--- src/sv/bclru_pkg.sv ---
`timescale 1ns / 1ps
`default_nettype none
package bclru_pkg;

    localparam int ENTRIES = 16;
    localparam int IDX_W   = 4;
    localparam int RANK_W  = 4;
    localparam int CNT_W   = 5;
    localparam int BLK_W   = 31;
    localparam int TAG_W   = 47;
    localparam int OFFS_W  = 2;
    localparam int SECT_W  = 34;

    localparam logic [1:0] KIND_HIT  = 2'd0;
    localparam logic [1:0] KIND_FILL = 2'd1;
    localparam logic [1:0] KIND_WB   = 2'd2;
    localparam logic [1:0] KIND_DONE = 2'd3;

    localparam logic OP_ACCESS = 1'b0;
    localparam logic OP_SYNC   = 1'b1;

    typedef enum logic [2:0] {
        CMD_NONE,
        CMD_HIT,
        CMD_NEW,
        CMD_EVICT,
        CMD_CLEAN
    } t_cmd_op;

    typedef struct packed {
        t_cmd_op            op;
        logic [IDX_W-1:0]   sel;
        logic [TAG_W-1:0]   tag;
        logic               modify;
        logic [RANK_W-1:0]  thr;
        logic [RANK_W-1:0]  rank_new;
    } t_cmd;

    // priority results handed along the row, lowest index wins
    typedef struct packed {
        logic               hit_f;
        logic [IDX_W-1:0]   hit_idx;
        logic               free_f;
        logic [IDX_W-1:0]   free_idx;
        logic               lru_f;
        logic [IDX_W-1:0]   lru_idx;
        logic               sync_f;
        logic [IDX_W-1:0]   sync_idx;
    } t_chain;

endpackage
`default_nettype wire

--- src/sv/block_cache_lru_writeback.sv ---
`timescale 1ns / 1ps
`default_nettype none
// Channel   Dir  Handshake                     Content
// s_axis    in   tvalid/tready                 tuser opcode, tdata request
// m_axis    out  tvalid/tready, tlast          tuser kind, tdata result
// cfg       in   wr_en, no wait                sectors_per_block
//
// An access is accepted, then looked up in the cell row; when a dirty victim must
// be written back first, the fill follows. A sync scans one recency rank per cycle
// across the row while the output register is free, then done is sent.
// Reset clears all cells at once; sectors_per_block returns to 2.
// A stalled output holds the sequencer; the output register frees as it drains.
module block_cache_lru_writeback
    import bclru_pkg::*;
(
    input  wire logic        i_clk,
    input  wire logic        i_rst_n,
    input  wire logic        i_s_axis_tvalid,
    output logic             o_s_axis_tready,
    input  wire logic [47:0] i_s_axis_tdata,  // dev_major, dev_minor, block_number, modify
    input  wire logic        i_s_axis_tuser,  // opcode
    output logic             o_m_axis_tvalid,
    input  wire logic        i_m_axis_tready,
    output logic [55:0]      o_m_axis_tdata,  // entry_index, out_major, out_minor,
                                              // sector_address, block_in_page
    output logic [1:0]       o_m_axis_tuser,  // kind
    output logic             o_m_axis_tlast,
    input  wire logic        i_cfg_wr_en,
    input  wire logic [3:0]  i_cfg_wr_data
);

    typedef enum logic [1:0] {S_IDLE, S_LOOK, S_FILL, S_SYNC} t_state;

    t_state             r_state;
    logic [3:0]         r_spb;
    logic [CNT_W-1:0]   r_count;
    logic [CNT_W-1:0]   r_sync_r;
    logic [TAG_W-1:0]   r_req_tag;
    logic [OFFS_W-1:0]  r_req_offs;
    logic               r_req_mod;
    logic [IDX_W-1:0]   r_e;

    logic               r_out_valid;
    logic [1:0]         r_out_kind;
    logic [IDX_W-1:0]   r_out_idx;
    logic [TAG_W-1:0]   r_out_tag;
    logic [OFFS_W-1:0]  r_out_offs;
    logic               r_out_last;

    t_cmd               w_cmd;
    t_chain             w_chain;
    logic [ENTRIES-1:0] w_hit_vec;
    logic [TAG_W-1:0]   w_rd_tag;
    logic               w_rd_dirty;
    logic [RANK_W-1:0]  w_rd_rank;
    logic [IDX_W-1:0]   w_rd_idx;
    logic [IDX_W-1:0]   w_victim;
    logic               w_slot_free;
    logic               w_in_acc;
    logic [34:0]        w_prod;

    assign w_slot_free     = !r_out_valid || i_m_axis_tready;
    assign o_s_axis_tready = (r_state == S_IDLE);
    assign w_in_acc        = i_s_axis_tvalid && o_s_axis_tready;
    assign w_victim        = w_chain.lru_f ? w_chain.lru_idx : '0;

    always_comb begin
        if (r_state == S_SYNC) begin
            w_rd_idx = w_chain.sync_idx;
        end else if (w_chain.hit_f) begin
            w_rd_idx = w_chain.hit_idx;
        end else begin
            w_rd_idx = w_victim;
        end
    end

    bclru_row u_row (
        .i_clk       (i_clk),
        .i_rst_n     (i_rst_n),
        .i_tag       (r_req_tag),
        .i_sync_rank (r_sync_r[RANK_W-1:0]),
        .i_cmd       (w_cmd),
        .i_rd_idx    (w_rd_idx),
        .o_chain     (w_chain),
        .o_hit_vec   (w_hit_vec),
        .o_rd_tag    (w_rd_tag),
        .o_rd_dirty  (w_rd_dirty),
        .o_rd_rank   (w_rd_rank)
    );

    always_comb begin
        w_cmd          = '0;
        w_cmd.op       = CMD_NONE;
        w_cmd.tag      = r_req_tag;
        w_cmd.modify   = r_req_mod;
        w_cmd.thr      = w_rd_rank;
        w_cmd.rank_new = RANK_W'(r_count - 1'b1);
        if (r_state == S_LOOK && w_slot_free) begin
            if (w_chain.hit_f) begin
                w_cmd.op  = CMD_HIT;
                w_cmd.sel = w_chain.hit_idx;
            end else if (r_count < CNT_W'(ENTRIES)) begin
                w_cmd.op       = CMD_NEW;
                w_cmd.sel      = w_chain.free_idx;
                w_cmd.rank_new = r_count[RANK_W-1:0];
            end else begin
                w_cmd.op  = CMD_EVICT;
                w_cmd.sel = w_victim;
            end
        end else if (r_state == S_SYNC && w_slot_free && r_sync_r < r_count
                     && w_chain.sync_f) begin
            w_cmd.op  = CMD_CLEAN;
            w_cmd.sel = w_chain.sync_idx;
        end
    end

    always_ff @(posedge i_clk) begin
        if (!i_rst_n) begin
            r_state     <= S_IDLE;
            r_spb       <= 4'd2;
            r_count     <= '0;
            r_sync_r    <= '0;
            r_out_valid <= 1'b0;
        end else begin
            if (i_cfg_wr_en) begin
                r_spb <= i_cfg_wr_data;
            end
            if (r_out_valid && i_m_axis_tready) begin
                r_out_valid <= 1'b0;
            end
            case (r_state)
                S_IDLE: begin
                    if (w_in_acc) begin
                        r_req_tag  <= {i_s_axis_tdata[7:0], i_s_axis_tdata[15:8],
                                       i_s_axis_tdata[46:18], 2'b00};
                        r_req_offs <= i_s_axis_tdata[17:16];
                        r_req_mod  <= i_s_axis_tdata[47];
                        r_sync_r   <= '0;
                        r_state    <= (i_s_axis_tuser == OP_SYNC) ? S_SYNC : S_LOOK;
                    end
                end
                S_LOOK: begin
                    if (w_slot_free) begin
                        r_out_valid <= 1'b1;
                        r_out_tag   <= r_req_tag;
                        r_out_offs  <= r_req_offs;
                        r_out_last  <= 1'b1;
                        r_out_kind  <= KIND_FILL;
                        r_state     <= S_IDLE;
                        if (w_chain.hit_f) begin
                            r_out_kind <= KIND_HIT;
                            r_out_idx  <= w_chain.hit_idx;
                        end else if (r_count < CNT_W'(ENTRIES)) begin
                            r_out_idx <= w_chain.free_idx;
                            r_count   <= r_count + 1'b1;
                        end else begin
                            r_out_idx <= w_victim;
                            r_e       <= w_victim;
                            if (w_rd_dirty) begin
                                // write back the victim first, fill next
                                r_out_kind <= KIND_WB;
                                r_out_tag  <= w_rd_tag;
                                r_out_offs <= '0;
                                r_out_last <= 1'b0;
                                r_state    <= S_FILL;
                            end
                        end
                    end
                end
                S_FILL: begin
                    if (w_slot_free) begin
                        r_out_valid <= 1'b1;
                        r_out_kind  <= KIND_FILL;
                        r_out_idx   <= r_e;
                        r_out_tag   <= r_req_tag;
                        r_out_offs  <= r_req_offs;
                        r_out_last  <= 1'b1;
                        r_state     <= S_IDLE;
                    end
                end
                S_SYNC: begin
                    if (w_slot_free) begin
                        if (r_sync_r < r_count) begin
                            r_sync_r <= r_sync_r + 1'b1;
                            if (w_chain.sync_f) begin
                                r_out_valid <= 1'b1;
                                r_out_kind  <= KIND_WB;
                                r_out_idx   <= w_chain.sync_idx;
                                r_out_tag   <= w_rd_tag;
                                r_out_offs  <= '0;
                                r_out_last  <= 1'b0;
                            end
                        end else begin
                            r_out_valid <= 1'b1;
                            r_out_kind  <= KIND_DONE;
                            r_out_idx   <= '0;
                            r_out_tag   <= '0;
                            r_out_offs  <= '0;
                            r_out_last  <= 1'b1;
                            r_state     <= S_IDLE;
                        end
                    end
                end
                default: r_state <= S_IDLE;
            endcase
        end
    end

    assign w_prod = 35'(r_out_tag[BLK_W-1:0]) * 35'(r_spb);

    assign o_m_axis_tvalid = r_out_valid;
    assign o_m_axis_tuser  = r_out_kind;
    assign o_m_axis_tlast  = r_out_last;
    assign o_m_axis_tdata  = {r_out_offs, w_prod[SECT_W-1:0],
                              r_out_tag[38:31], r_out_tag[46:39], r_out_idx};

    a_count_range: assert property (@(posedge i_clk) disable iff (!i_rst_n)
        r_count <= CNT_W'(ENTRIES))
        else $error("entry count beyond capacity");

    a_single_hit: assert property (@(posedge i_clk) disable iff (!i_rst_n)
        r_state == S_LOOK |-> $onehot0(w_hit_vec))
        else $error("tag held by more than one entry");

    a_free_entry: assert property (@(posedge i_clk) disable iff (!i_rst_n)
        (r_state == S_LOOK && r_count < CNT_W'(ENTRIES)) |-> w_chain.free_f)
        else $error("count below capacity but no unused entry");

    a_last_idle: assert property (@(posedge i_clk) disable iff (!i_rst_n)
        (r_out_valid && !$past(r_out_valid) && r_out_last && !$past(r_state == S_IDLE))
        |-> r_state == S_IDLE)
        else $error("final result sent while item still in work");

endmodule
`default_nettype wire

--- src/sv/bclru_cell.sv ---
`timescale 1ns / 1ps
`default_nettype none
module bclru_cell
    import bclru_pkg::*;
#(
    parameter logic [IDX_W-1:0] IDX = '0
) (
    input  wire logic              i_clk,
    input  wire logic              i_rst_n,
    input  wire logic [TAG_W-1:0]  i_tag,
    input  wire logic [RANK_W-1:0] i_sync_rank,
    input  wire t_cmd              i_cmd,
    input  wire t_chain            i_chain,
    output t_chain                 o_chain,
    output logic                   o_hit,
    output logic [TAG_W-1:0]       o_tag,
    output logic                   o_dirty,
    output logic [RANK_W-1:0]      o_rank
);

    logic              r_valid;
    logic              r_dirty;
    logic [RANK_W-1:0] r_rank;
    logic [TAG_W-1:0]  r_tag;
    logic              w_sel;

    assign w_sel = (i_cmd.sel == IDX);
    assign o_hit = r_valid && (r_tag == i_tag);

    always_comb begin
        o_chain = i_chain;
        if (!i_chain.hit_f && o_hit) begin
            o_chain.hit_f   = 1'b1;
            o_chain.hit_idx = IDX;
        end
        if (!i_chain.free_f && !r_valid) begin
            o_chain.free_f   = 1'b1;
            o_chain.free_idx = IDX;
        end
        if (!i_chain.lru_f && r_valid && r_rank == '0) begin
            o_chain.lru_f   = 1'b1;
            o_chain.lru_idx = IDX;
        end
        if (!i_chain.sync_f && r_valid && r_dirty && r_rank == i_sync_rank) begin
            o_chain.sync_f   = 1'b1;
            o_chain.sync_idx = IDX;
        end
    end

    always_ff @(posedge i_clk) begin
        if (!i_rst_n) begin
            r_valid <= 1'b0;
            r_dirty <= 1'b0;
            r_rank  <= '0;
        end else begin
            case (i_cmd.op)
                CMD_HIT, CMD_EVICT: begin
                    if (w_sel) begin
                        r_rank <= i_cmd.rank_new;
                        if (i_cmd.op == CMD_HIT) begin
                            r_dirty <= r_dirty | i_cmd.modify;
                        end else begin
                            r_dirty <= i_cmd.modify;
                        end
                    end else if (r_valid && r_rank > i_cmd.thr) begin
                        r_rank <= r_rank - 1'b1;
                    end
                end
                CMD_NEW: begin
                    if (w_sel) begin
                        r_valid <= 1'b1;
                        r_rank  <= i_cmd.rank_new;
                        r_dirty <= i_cmd.modify;
                    end
                end
                CMD_CLEAN: begin
                    if (w_sel) begin
                        r_dirty <= 1'b0;
                    end
                end
                default: ;
            endcase
        end
    end

    always_ff @(posedge i_clk) begin
        if (w_sel && (i_cmd.op == CMD_NEW || i_cmd.op == CMD_EVICT)) begin
            r_tag <= i_cmd.tag;
        end
    end

    assign o_tag   = r_tag;
    assign o_dirty = r_dirty;
    assign o_rank  = r_rank;

endmodule
`default_nettype wire

--- src/sv/bclru_row.sv ---
`timescale 1ns / 1ps
`default_nettype none
module bclru_row
    import bclru_pkg::*;
(
    input  wire logic              i_clk,
    input  wire logic              i_rst_n,
    input  wire logic [TAG_W-1:0]  i_tag,
    input  wire logic [RANK_W-1:0] i_sync_rank,
    input  wire t_cmd              i_cmd,
    input  wire logic [IDX_W-1:0]  i_rd_idx,
    output t_chain                 o_chain,
    output logic [ENTRIES-1:0]     o_hit_vec,
    output logic [TAG_W-1:0]       o_rd_tag,
    output logic                   o_rd_dirty,
    output logic [RANK_W-1:0]      o_rd_rank
);

    t_chain            w_chain [ENTRIES+1];
    logic [TAG_W-1:0]  w_tag   [ENTRIES];
    logic              w_dirty [ENTRIES];
    logic [RANK_W-1:0] w_rank  [ENTRIES];

    assign w_chain[0] = '0;

    for (genvar g = 0; g < ENTRIES; g++) begin : g_cell
        bclru_cell #(
            .IDX(IDX_W'(g))
        ) u_cell (
            .i_clk       (i_clk),
            .i_rst_n     (i_rst_n),
            .i_tag       (i_tag),
            .i_sync_rank (i_sync_rank),
            .i_cmd       (i_cmd),
            .i_chain     (w_chain[g]),
            .o_chain     (w_chain[g+1]),
            .o_hit       (o_hit_vec[g]),
            .o_tag       (w_tag[g]),
            .o_dirty     (w_dirty[g]),
            .o_rank      (w_rank[g])
        );
    end

    assign o_chain    = w_chain[ENTRIES];
    assign o_rd_tag   = w_tag[i_rd_idx];
    assign o_rd_dirty = w_dirty[i_rd_idx];
    assign o_rd_rank  = w_rank[i_rd_idx];

endmodule
`default_nettype wire
--- config.mk ---
export PLATFORM = sky130hd
export DESIGN_NAME = block_cache_lru_writeback
export DESIGN_NICKNAME = d
export VERILOG_FILES = /design/src/sv/bclru_pkg.sv /design/src/sv/block_cache_lru_writeback.sv /design/src/sv/bclru_cell.sv /design/src/sv/bclru_row.sv
export SDC_FILE = /design/constraint.sdc
export NUM_CORES = 2
export LEC_CHECK = 0
export BUFFER_PORTS_ARGS = -buffer_cell sky130_fd_sc_hd__buf_2
export CORE_MARGIN = 2
export CORE_UTILIZATION = 50
export CTS_CLUSTER_DIAMETER = 40
export CTS_CLUSTER_SIZE = 28
export DETAILED_ROUTE_END_ITERATION = 8
export GPL_ROUTABILITY_DRIVEN = 0
export PLACE_DENSITY = 0.66
export SLEW_MARGIN = 20
export SYNTH_ARGS = -nofsm -noshare
export SYNTH_HDL_FRONTEND = slang
export SYNTH_SLANG_ARGS = --single-unit
--- constraint.sdc ---
create_clock -name i_clk -period 14.5 [get_ports i_clk]
set_input_delay 2.9 -clock i_clk [delete_from_list [all_inputs] [get_ports i_clk]]
set_output_delay 2.9 -clock i_clk [all_outputs]
set_load 0.05 [all_outputs]
==> flow_metrics.env <==
export IMPL_clockBufferDepth=3
export IMPL_numPortBuffers=116
export IMPL_wl_per_cell_um=31.4
export IMPL_holdPathEnd="u_row.g_cell[0].u_cell.o_dirty"
export IMPL_die_w_um=344
export IMPL_ys_flop_type="edfxtp_1"
export IMPL_rsz0062_at_grt="false"
export IMPL_row_count=124
export IMPL_wl_um=214000
export IMPL_maxSlewHeadroom_pct=15.1
export IMPL_avgSynthCellArea_sq_um=11.3
export IMPL_clk_pin_slew_ns=0.06
export IMPL_r2r_setup_slack_ns=5.96
export IMPL_routed_via_density=6.67
export IMPL_syn_inst=5121
export IMPL_pre_cts_ws_ns=5.83
export IMPL_min_period_ns=9.50
export IMPL_clock_skew_ns=0.0346
export IMPL_dp_cells=6542
export IMPL_root_buffer="clkbuf_16"
export IMPL_ys_seq_area_share_pct=46.9
export IMPL_r2r_cells=17
export IMPL_yosysMostFrequentCell="edfxtp_1"
export IMPL_post_cts_setup_buffers=0
export IMPL_p_leak_nw=23.9
export IMPL_setup_viol=0
export IMPL_fin_cells=6826
export IMPL_final_hold_viol_count=0
export IMPL_cap_violations=0
export IMPL_ys_ff_latch=939
export IMPL_cts_sinks=939
export IMPL_grt_pass1_vias=42600
export IMPL_timing_setup_tns_ns=0
export IMPL_synth_area_leaders="edfxtp_1, mux2i_1, xnor2_1"
export IMPL_arrival_ns=6.60
export IMPL_hold_path_class="reg -> reg"
export IMPL_syn_to_final_growth_pct=12.4
export IMPL_antenna_left=0
export IMPL_tightest_slew_ns=1.26
export IMPL_fillCellCount=9469
export IMPL_yosysTopAreaCellShare_pct=43.0
export IMPL_routed_via_count=45500
export IMPL_total_power_w=0.00801
export IMPL_dp_hpwl_um=148000
export IMPL_synthesis_area_sq_um=57700
export IMPL_antenna_found_initial=10
export IMPL_grt_max_degree=107
export IMPL_cts_tree="built"
export IMPL_post_route_period_util_pct=65.5
export IMPL_setup_slack_ns=5.00
export IMPL_cts_resized=0
export IMPL_drive_above_1_share_pct=10.9
export IMPL_p_per_area_nw_per_um2=123
export IMPL_chipHeight_um=344
export IMPL_ios=119
export IMPL_worstSkewPairLatency_ns=0.80
export IMPL_critPathCaptureType="output pin"
export IMPL_initial_core_util_pct=50.5
export IMPL_status="completed"
export IMPL_cp_max_fo=30
export IMPL_cts_buffers_inserted=150
export IMPL_drtIter0Drc=6810
export IMPL_r2r_end="r_out_tag[30]"
export IMPL_critPathKind="reg -> out"
export IMPL_drc=0
export IMPL_drv_slew=0
export IMPL_htreeDepth=4
export IMPL_holdBufCountCts=0
export IMPL_synth_edf_count=826
export IMPL_grtUsageTotal_pct=35.7
export IMPL_firstDrtPassIters=6
export IMPL_rr_startpoint="r_req_tag[9]"
export IMPL_globalRoute_totalOverflow=0
export IMPL_critPathLaunchType="flop"
export IMPL_grt_pass1_wl_um=303000
export IMPL_yosys_warnings=0
export IMPL_peakVddDrop_mv=0.132
export IMPL_yosys_top_cells_count="edfxtp_1, mux2i_1, xnor2_1"
export IMPL_hold_start="u_row.g_cell[0].u_cell.o_dirty"
export IMPL_yosysTopAreaCell="edfxtp_1"
export IMPL_ys_types=89
export IMPL_nNetsFinal=5436
export IMPL_ys_async_sr_fraction_pct=0
export IMPL_min_path_cells=2
export IMPL_fmax_mhz=105
export IMPL_core_sq_um=114000
export IMPL_required_ns=11.60
export IMPL_fin_util_pct=56.7
export IMPL_dieArea_sq_um=118000
==> worst max-delay path: stages (launching register included) <==
cell and delay (ns):
dfxtp_1 1.02, nand2_1 0.21, fa_1 0.60, inv_1 0.05, fa_1 0.43, ha_1 0.34, and3_1 0.20, a221oi_1 0.38
a21oi_1 0.20, a21o_1 0.24, a211o_1 0.29, a31oi_1 0.24, a211oi_1 0.15, a41o_1 0.27, o21a_1 0.18, o21a_1 0.16
nor2_1 0.16, o21bai_1 0.09, a21oi_1 0.17, xnor2_1 0.14, buf_2 0.28
==> placed cells by master (no fill, tap or decap), types with 123 or more instances in the layout <==
cell and count:
edfxtp_1 826, mux2i_1 704, xnor2_1 544, nand4_1 290
nand2_1 232, nand2b_1 205, nor2_1 189, inv_1 180
clkbuf_16 156, ha_1 140, xor2_1 137, a21oi_1 123
==> sequential cells by signal, summed over array words and instances, names as in the netlist, 2 cells and up <==
| name | count |
|---|---|
| r_out_idx | 4 |
| r_req_tag | 45 |
| r_out_offs | 2 |
| r_spb | 4 |
| u_row.g_cell.u_cell.o_tag | 720 |
| r_e | 4 |
| r_count | 5 |
| r_out_tag | 45 |
| r_req_offs | 2 |
| o_m_axis_tuser | 2 |
| u_row.g_cell.u_cell.r_valid | 16 |
| u_row.g_cell.u_cell.o_dirty | 16 |
| u_row.g_cell.u_cell.o_rank | 64 |
| r_state | 2 |
| r_sync_r | 5 |
==> report_power, final <==
part           leakage (nW)  internal, W  switching, W  total [W]
clock network          2.52      0.00228       0.00143    0.00371
logic                  13.0     0.000373      0.000874    0.00125
registers              8.37      0.00300     0.0000496    0.00305
==> routing by layer <==
metal	part of all wire (%)	GRT usage (%)
met5	0.017	0
met4	7.0	21.7
met3	13	8.97
met2	43	52.9
met1	38	47.0
==> through the flow <==
stage / area (sq um) / hold slack (ns)
CTS: 64900 / 0.496
finish: 64900 / 0.498
floorplan: 57700 / 0.463
global placement: 59700 / 0.487
detailed placement: 59700 / 0.490
global route: 64900 / 0.513
==> area by class of cell <==
type	instances	area (sq um)	share of cell area [%]
repair buffers	221	1380	2.13
inverters	185	696	1.07
well taps	1512	1890	2.92
clock buffers	179	4040	6.23
flip-flops and latches	939	27100	41.7
diodes	5	12.5	0.0193
clock inverters	100	1150	1.77
multi-input cells	3685	28600	44.1
==> worst max path at each step <==
stage / from / endpoint / slack, ns / cells past startpoint
after floorplan: i_rst_n / o_m_axis_tlast / 1.92 / 3
after global placement: r_spb[1] / o_m_axis_tdata[53] / 5.90 / 20
after detailed placement: r_spb[1] / o_m_axis_tdata[53] / 5.83 / 20
after CTS: r_spb[1] / o_m_axis_tdata[53] / 4.97 / 20
after global routing: r_spb[1] / o_m_axis_tdata[53] / 4.56 / 20
final: r_spb[1] / o_m_axis_tdata[53] / 5.00 / 20
==> cell families (layout without fill, tap and decap cells) <==
family,count (synthesis),in the layout,synth area share (%)
AND/OR/NAND/NOR,1379,1379,12.9
other,1,7,0.00650
AO/OA/AOI/OAI,694,694,8.24
buffers and inverters,498,685,3.85
multiplexers,731,731,12.7
XOR/XNOR,683,683,10.4
flip-flops,939,939,46.9
adder cells (fa/ha/maj),196,196,4.95
Note: power is estimated with default switching activity, not from simulation.
